--- config.mk ---
export PLATFORM = sky130hd
export DESIGN_NAME = integer_to_ascii_formatter_unit
export DESIGN_NICKNAME = d
export VERILOG_FILES = /design/src/rtl/itoa_pkg.sv /design/src/rtl/integer_to_ascii_formatter_unit.sv
export SDC_FILE = /design/constraint.sdc
export NUM_CORES = 1
export LEC_CHECK = 0
export ABC_AREA = 0
export ABC_CLOCK_PERIOD_IN_PS = 4800
export BUFFER_PORTS_ARGS = -buffer_cell sky130_fd_sc_hd__buf_4
export CAP_MARGIN = 15
export CORE_MARGIN = 2
export CORE_UTILIZATION = 54
export CTS_CLUSTER_SIZE = 12
export DETAILED_ROUTE_END_ITERATION = 10
export GPL_TIMING_DRIVEN = 1
export MAX_ROUTING_LAYER = met4
export PLACE_DENSITY = 0.77
export RECOVER_POWER = 25
export SETUP_SLACK_MARGIN = 0.15
export SYNTH_ARGS = -nofsm -noshare
export SYNTH_HDL_FRONTEND = slang
export SYNTH_SLANG_ARGS = --single-unit
export TNS_END_PERCENT = 10
--- constraint.sdc ---
create_clock -name clk -period 4.8 [get_ports clk]
set_clock_uncertainty 0.05 [all_clocks]
set_input_delay 0.48 -clock clk [delete_from_list [all_inputs] [get_ports clk]]
set_output_delay 0.48 -clock clk [all_outputs]
set_load 0.005 [all_outputs]
--- src/rtl/itoa_pkg.sv ---
package itoa_pkg;

	// input mode codes
	typedef enum logic [2:0] {
		MODE_SDEC = 3'd0,
		MODE_UDEC = 3'd1,
		MODE_LHEX = 3'd2,
		MODE_UHEX = 3'd3,
		MODE_PTR  = 3'd4
	} mode_t;

	typedef enum logic [2:0] {
		ST_IDLE,
		ST_DABBLE,
		ST_SKIP,
		ST_PREFIX,
		ST_EMIT
	} state_t;

	localparam int WORD_BITS  = 32;
	localparam int VALUE_BITS = 64;
	localparam int DEC_DIGITS = 10;
	localparam int BCD_BITS   = 4 * DEC_DIGITS;
	localparam int MAX_CHARS  = 18;

	localparam logic [6:0] CH_ZERO  = 7'h30;
	localparam logic [6:0] CH_MINUS = 7'h2d;
	localparam logic [6:0] CH_X     = 7'h78;
	localparam logic [6:0] CH_LA    = 7'h61;
	localparam logic [6:0] CH_UA    = 7'h41;

	// ASCII for one digit; letters for 10..15
	function automatic logic [6:0] digit_char(logic [3:0] d, logic upper);
		logic [6:0] base;
		base = upper ? CH_UA : CH_LA;
		if (d < 4'd10)
			return CH_ZERO + {3'b000, d};
		else
			return base + {3'b000, d} - 7'd10;
	endfunction

endpackage

--- src/rtl/integer_to_ascii_formatter_unit.sv ---
// Integer to ASCII formatter.
// Input channel (num_valid / num_stall): one number per item with a mode:
// signed or unsigned decimal on the low 32 bits, lower or upper hex on 32
// bits, or a pointer in lowercase hex with a "0x" prefix.
// Output channel (char_valid / char_stall): one item per character, most
// significant digit first, no leading zeros, with a running count and a
// last flag. Unused modes are accepted and produce nothing.
// Timing: decimal numbers go through a bit-serial binary to BCD converter,
// one value bit per cycle. Hex is loaded directly. Leading zero digits are
// then dropped one per cycle, and characters leave one per cycle from the
// output register while the receiver does not stall. A number holds the
// input while it is accepted, converted (decimal only), stripped of its
// leading zeros and sent out character by character, the minus sign or
// the 0x prefix first.
// num_stall is high from acceptance until the final character has been
// placed in the output register; the next number can be taken while that
// character still waits. When the receiver stalls, the output register
// holds its character and the shifter waits to send. Reset clears the
// control state and drops any pending character.
module integer_to_ascii_formatter_unit #(
	parameter int POINTER_BITS = 64
) (
	input  logic        clk,
	input  logic        arst_n,
	input  logic        num_valid,
	output logic        num_stall,
	input  logic [2:0]  mode,
	input  logic [63:0] value,
	output logic        char_valid,
	input  logic        char_stall,
	output logic [6:0]  char_code,
	output logic [4:0]  char_count,
	output logic        last_char
);

	// pointer digits are left aligned in the shifter
	localparam int PTR_DIGITS = (POINTER_BITS + 3) / 4;
	localparam int PTR_SHIFT  = itoa_pkg::VALUE_BITS - 4 * PTR_DIGITS;
	localparam logic [63:0] PTR_MASK = {64{1'b1}} >> (itoa_pkg::VALUE_BITS - POINTER_BITS);

	itoa_pkg::state_t state_q, state_d;

	logic [63:0] dig_q;     // digits, most significant at top
	logic [31:0] bin_q;     // binary for the BCD converter
	logic [4:0]  bitcnt_q;  // converter step
	logic [4:0]  ndig_q;    // digits left in dig_q
	logic [4:0]  cnt_q;     // characters sent so far
	logic [1:0]  pfx_q;     // prefix characters left
	logic        minus_q;
	logic        upper_q;
	logic        ptr_q;

	logic        out_free;
	logic        emit;
	logic [6:0]  emit_code;
	logic        emit_last;
	logic [39:0] bcd_adj;
	logic [39:0] bcd_next;
	logic [31:0] neg_mag;
	logic        neg_in;

	assign out_free = !char_valid || !char_stall;
	assign neg_mag  = ~value[31:0] + 32'd1;
	assign neg_in   = (mode == itoa_pkg::MODE_SDEC) && value[31];

	// double dabble: add 3 to each BCD digit of 5 or more, then shift in a bit
	always_comb begin
		for (int i = 0; i < itoa_pkg::DEC_DIGITS; i++) begin
			bcd_adj[4*i +: 4] = (dig_q[4*i +: 4] >= 4'd5) ?
				dig_q[4*i +: 4] + 4'd3 : dig_q[4*i +: 4];
		end
		bcd_next = {bcd_adj[38:0], bin_q[31]};
	end

	always_ff @(posedge clk or negedge arst_n) begin
		if (!arst_n) begin
			state_q <= itoa_pkg::ST_IDLE;
		end else begin
			state_q <= state_d;
		end
	end

	always_comb begin
		state_d   = state_q;
		emit      = 1'b0;
		emit_code = itoa_pkg::digit_char(dig_q[63:60], upper_q);
		emit_last = 1'b0;
		num_stall = 1'b1;
		unique case (state_q)
			itoa_pkg::ST_IDLE: begin
				num_stall = 1'b0;
				if (num_valid) begin
					case (mode) inside
						itoa_pkg::MODE_SDEC,
						itoa_pkg::MODE_UDEC: state_d = itoa_pkg::ST_DABBLE;
						itoa_pkg::MODE_LHEX,
						itoa_pkg::MODE_UHEX,
						itoa_pkg::MODE_PTR:  state_d = itoa_pkg::ST_SKIP;
						default:             state_d = itoa_pkg::ST_IDLE;
					endcase
				end
			end
			itoa_pkg::ST_DABBLE: begin
				if (bitcnt_q == 5'(itoa_pkg::WORD_BITS - 1))
					state_d = itoa_pkg::ST_SKIP;
			end
			itoa_pkg::ST_SKIP: begin
				if (!(ndig_q > 5'd1 && dig_q[63:60] == 4'd0))
					state_d = (minus_q || ptr_q) ? itoa_pkg::ST_PREFIX : itoa_pkg::ST_EMIT;
			end
			itoa_pkg::ST_PREFIX: begin
				emit_code = minus_q ? itoa_pkg::CH_MINUS :
					(pfx_q == 2'd2 ? itoa_pkg::CH_ZERO : itoa_pkg::CH_X);
				if (out_free) begin
					emit = 1'b1;
					if (minus_q || pfx_q == 2'd1)
						state_d = itoa_pkg::ST_EMIT;
				end
			end
			itoa_pkg::ST_EMIT: begin
				emit_last = (ndig_q == 5'd1);
				if (out_free) begin
					emit = 1'b1;
					if (ndig_q == 5'd1)
						state_d = itoa_pkg::ST_IDLE;
				end
			end
			default: state_d = itoa_pkg::ST_IDLE;
		endcase
	end

	// digit shifter and converter
	always_ff @(posedge clk) begin
		unique case (state_q)
			itoa_pkg::ST_IDLE: begin
				cnt_q    <= 5'd0;
				bitcnt_q <= 5'd0;
				minus_q  <= neg_in;
				ptr_q    <= (mode == itoa_pkg::MODE_PTR);
				upper_q  <= (mode == itoa_pkg::MODE_UHEX);
				pfx_q    <= 2'd2;
				bin_q    <= neg_in ? neg_mag : value[31:0];
				case (mode) inside
					itoa_pkg::MODE_SDEC,
					itoa_pkg::MODE_UDEC: begin
						dig_q  <= '0;
						ndig_q <= 5'd8;
					end
					itoa_pkg::MODE_PTR: begin
						dig_q  <= (value & PTR_MASK) << PTR_SHIFT;
						ndig_q <= 5'(PTR_DIGITS);
					end
					default: begin
						dig_q  <= {value[31:0], 32'd0};
						ndig_q <= 5'd8;
					end
				endcase
			end
			itoa_pkg::ST_DABBLE: begin
				bitcnt_q <= bitcnt_q + 5'd1;
				bin_q    <= {bin_q[30:0], 1'b0};
				if (bitcnt_q == 5'(itoa_pkg::WORD_BITS - 1)) begin
					dig_q  <= {bcd_next, 24'd0};
					ndig_q <= 5'(itoa_pkg::DEC_DIGITS);
				end else begin
					dig_q[39:0] <= bcd_next;
				end
			end
			itoa_pkg::ST_SKIP: begin
				if (ndig_q > 5'd1 && dig_q[63:60] == 4'd0) begin
					dig_q  <= {dig_q[59:0], 4'd0};
					ndig_q <= ndig_q - 5'd1;
				end
			end
			itoa_pkg::ST_PREFIX: begin
				if (emit) begin
					cnt_q <= cnt_q + 5'd1;
					pfx_q <= pfx_q - 2'd1;
				end
			end
			itoa_pkg::ST_EMIT: begin
				if (emit) begin
					cnt_q  <= cnt_q + 5'd1;
					dig_q  <= {dig_q[59:0], 4'd0};
					ndig_q <= ndig_q - 5'd1;
				end
			end
			default: ;
		endcase
	end

	// output register
	always_ff @(posedge clk or negedge arst_n) begin
		if (!arst_n) begin
			char_valid <= 1'b0;
		end else if (emit) begin
			char_valid <= 1'b1;
		end else if (!char_stall) begin
			char_valid <= 1'b0;
		end
	end

	always_ff @(posedge clk) begin
		if (emit) begin
			char_code  <= emit_code;
			char_count <= cnt_q + 5'd1;
			last_char  <= emit_last;
		end
	end

endmodule

==> flow_summary.yaml <==
status:
  outcome: "completed"
timing:
  setup_ws_ns: 1.732
  hold_viol_final: 0
  worstMarginPinSlew_ns: 1.193
  max_freq_mhz: 325.9
  rsz0062_at_grt: "no"
  fin_tns_setup_ns: 0
  post-route-min-period_ns: 3.068
  slew_headroom_pct: 20.50
  slew_viol_final: 0
  post-route-period-util_pct: 63.92
  setup_viol_count_final: 0
yosys:
  syn-cell-area_sq_mm: 0.008122
  async_flop_share_pct: 3.008
  ys_types: 59
  synth-edff-count: 129
  synth.ff_latch_count: 133
  synth_nets: 901
  ys.flop_type: "edfxtp_1"
  postSynthCellCount: 800
  yosysSeqAreaShare_pct: 48.93
  yosys_warnings: 0
  synth_area_per_cell_sq_um: 10.15
routing:
  route.detailed.drc: 0
  wire_per_inst_microns: 21.69
  wl_met3_microns: 2265
  vias: 6995
  first_pass_iters: 7
  ant_nets: 0
  met1_length_microns: 8891
  wl_microns: 23160
  top_layer: "met4"
  post_drt_via_cell_ratio: 6.550
  met2_length_microns: 10890
  drtIter0Drc: 817
finish:
  fillCellCount: 1104
  n_antenna_cell: 0
  final_cells: 1068
  nNetsFinal: 973
  drive_gt1_share_pct: 15.84
  syn_to_final_growth_pct: 16.58
  fin_area_sq_mm: 0.009468
floorplanning:
  num_rows: 44
  die_area_sq_mm: 0.01604
  ios: 86
  initial_core_util_pct: 55.67
  die_h_microns: 126.6
  die_w_microns: 126.6
  core_sq_mm: 0.01459
cts:
  clock_sinks: 133
  cts_buffers: 17
  cts_max_level: 4
  ctsResizeCount: 0
  clock_latency_ns: 0.42
  cts.path.max_buffers: 2
  post-cts-setup-buffers: 0
  clkTransAtPathRegs_ns: 0.06
  cts_tree: "yes"
  clock-root-buffer: "clkbuf_16"
power_and_ir_drop:
  pwr-share-clk_pct: 19.6
  p_seq_share_pct: 40.4
  p_sw_mw: 2.476
  p_per_area_mw_per_mm2: 661.2
  p_sw_share_pct: 39.55
  power_leakage_nw: 3.539
  pwr-share-comb_pct: 40.0
  peakVddDrop_mv: 0.3674
  power.internal_mw: 3.784
  fin_total_pwr_mw: 6.260
worst_setup_path:
  worstSetupPathType: "reg2reg"
  critPathMaxFanout: 40
  worstSetupStartpointType: "flop"
  required_ns: 4.81
  cp.arrival_ns: 3.08
  endpoint_kind: "flop"
global_route:
  grt_pass1_wl_microns: 35760
  grt-ovfl-total: 0
  grt_pass1_vias: 6636
  grt_start_max_net_pins: 57
  grt_usage_pct: 29.92
  grt_antenna_before_repair: 0
placement:
  pre_cts_ws_ns: 1.482
  finalWeightedCongestion: 0.9882
  hpwlAfterDp_microns: 16490
  place_area_sq_mm: 0.008921
  place_inst: 1036
  numPortBuffers: 85
hold_path:
  min_path_type: "in2reg"
run:
  drv_cap: 0
[path summary, 6_finish.rpt]
path,from,endpoint,slack [ns],cells after the start
max,ndig_q[0]$_DFFE_PP_,dig_q[8]$_DFFE_PP_,1.73,6
min,mode[0],upper_q$_DFFE_PN_,0.32,2
min reg2reg,bin_q[23]$_DFFE_PP_,bin_q[24]$_DFFE_PP_,0.48,2
max reg2reg,ndig_q[0]$_DFFE_PP_,dig_q[8]$_DFFE_PP_,1.73,6
max in group asynchronous,arst_n,state_q[0]$_DFFE_PN0P_,4.15,2
min in group asynchronous,arst_n,char_valid$_DFFE_PN0P_,0.37,2
[metrics by stage]
step	util, %	hold slack, ns
2_1_floorplan	-	0.1344
3_3_place_gp	61.15	0.2271
6_report	64.90	0.3159
4_1_cts	64.95	0.3038
5_1_grt	64.90	0.3265
3_5_place_dp	61.15	0.2280
[area by class of cell]
type	count	area [sq um]	share of cell area (%)
flip-flops and latches	133	3974	41.97
clock buffers	17	425.4	4.493
well taps	184	230.2	2.432
repair buffers	95	708.2	7.480
inverters	38	142.6	1.507
clock inverters	14	118.9	1.255
multi-input cells	587	3869	40.86
[Yosys cell counts (13+ instances only)]
library cell,n,area share [%]
edfxtp_1,129,48
nand2_1,101,4.7
o21ai_0,69,4.3
a21oi_1,65,4.0
nor2_1,44,2.0
inv_1,36,1.7
clkbuf_1,34,1.6
ha_1,30,4.6
xor2_1,26,2.8
mux2i_1,24,3.0
xnor2_1,24,2.6
a221o_1,18,2.2
o221ai_1,18,1.9
a22oi_1,16,1.5
nand2b_1,16,1.2
nor3b_1,16,1.5
nor3_1,13,0.80
[power by group through the flow]
| stage | Combinational (mW) | Sequential (mW) | Clock (mW) |
|---|---|---|---|
| 6_report | 2.50 | 2.53 | 1.23 |
| 5_1_grt | 2.72 | 2.59 | 1.28 |
| 4_1_cts | 2.45 | 2.52 | 1.23 |
| 3_3_place_gp | 2.33 | 2.50 | 0 |
| 2_1_floorplan | 1.71 | 2.39 | 0 |
| 3_5_place_dp | 2.44 | 2.53 | 0 |
[placed cells by master (no fill, tap or decap), types with 12 or more instances in the layout]
master and instances:
o31ai_1 12, xor2_1 26, nor3b_1 16, nor2_1 42, a22oi_1 16, clkbuf_4 14, mux2i_1 24, buf_4 78
clkbuf_16 17, a221o_1 18, o21ai_0 68, o221ai_1 17, inv_1 36, nand2_1 101, a21oi_1 65, ha_1 30
xnor2_1 24, nor3_1 12, nand3_1 12, edfxtp_1 129, nand2b_1 16
[logic make-up after synthesis]
kind of cell / Yosys count / share of synthesized area [%]
compound gates: 241 / 19.52
simple gates: 237 / 13.94
flops: 133 / 48.93
buf+inv: 80 / 3.898
xor+xnor: 50 / 5.392
fa+ha+maj: 30 / 4.622
mux: 29 / 3.697
[metal layers]
metal | vias to the layer above | GRT usage (%)
li1 | 3138 | -
met1 | 3326 | 36.85
met2 | 443 | 46.24
met3 | 88 | 7.001
met4 | 0 | 15.38
met5 | - | -
[timing repair]
item | CTS | global route
hold buffers | 1 | 0
endpoints found under the hold margin | 4 | 0
setup endpoints to repair | 0 | 0
[critical path: stages, from the launching register on]
cell       delay [ns]
edfxtp_1         0.45
ha_1             0.26
o21bai_1         0.16
a2111oi_0        0.88
nand2_1          0.25
o21ai_4          0.12
buf_4            0.52
[state kept, by name, indices dropped and copies added, names as in the netlist]
| name | count |
|---|---|
| dig_q | 64 |
| char_code | 7 |
| upper_q | 1 |
| bin_q | 32 |
| cnt_q | 5 |
| bitcnt_q | 5 |
| ndig_q | 5 |
| last_char | 1 |
| minus_q | 1 |
| pfx_q | 2 |
| state_q | 3 |
| char_count | 5 |
| ptr_q | 1 |
| char_valid | 1 |
No activity file was read; power rests on OpenSTA's default activity.
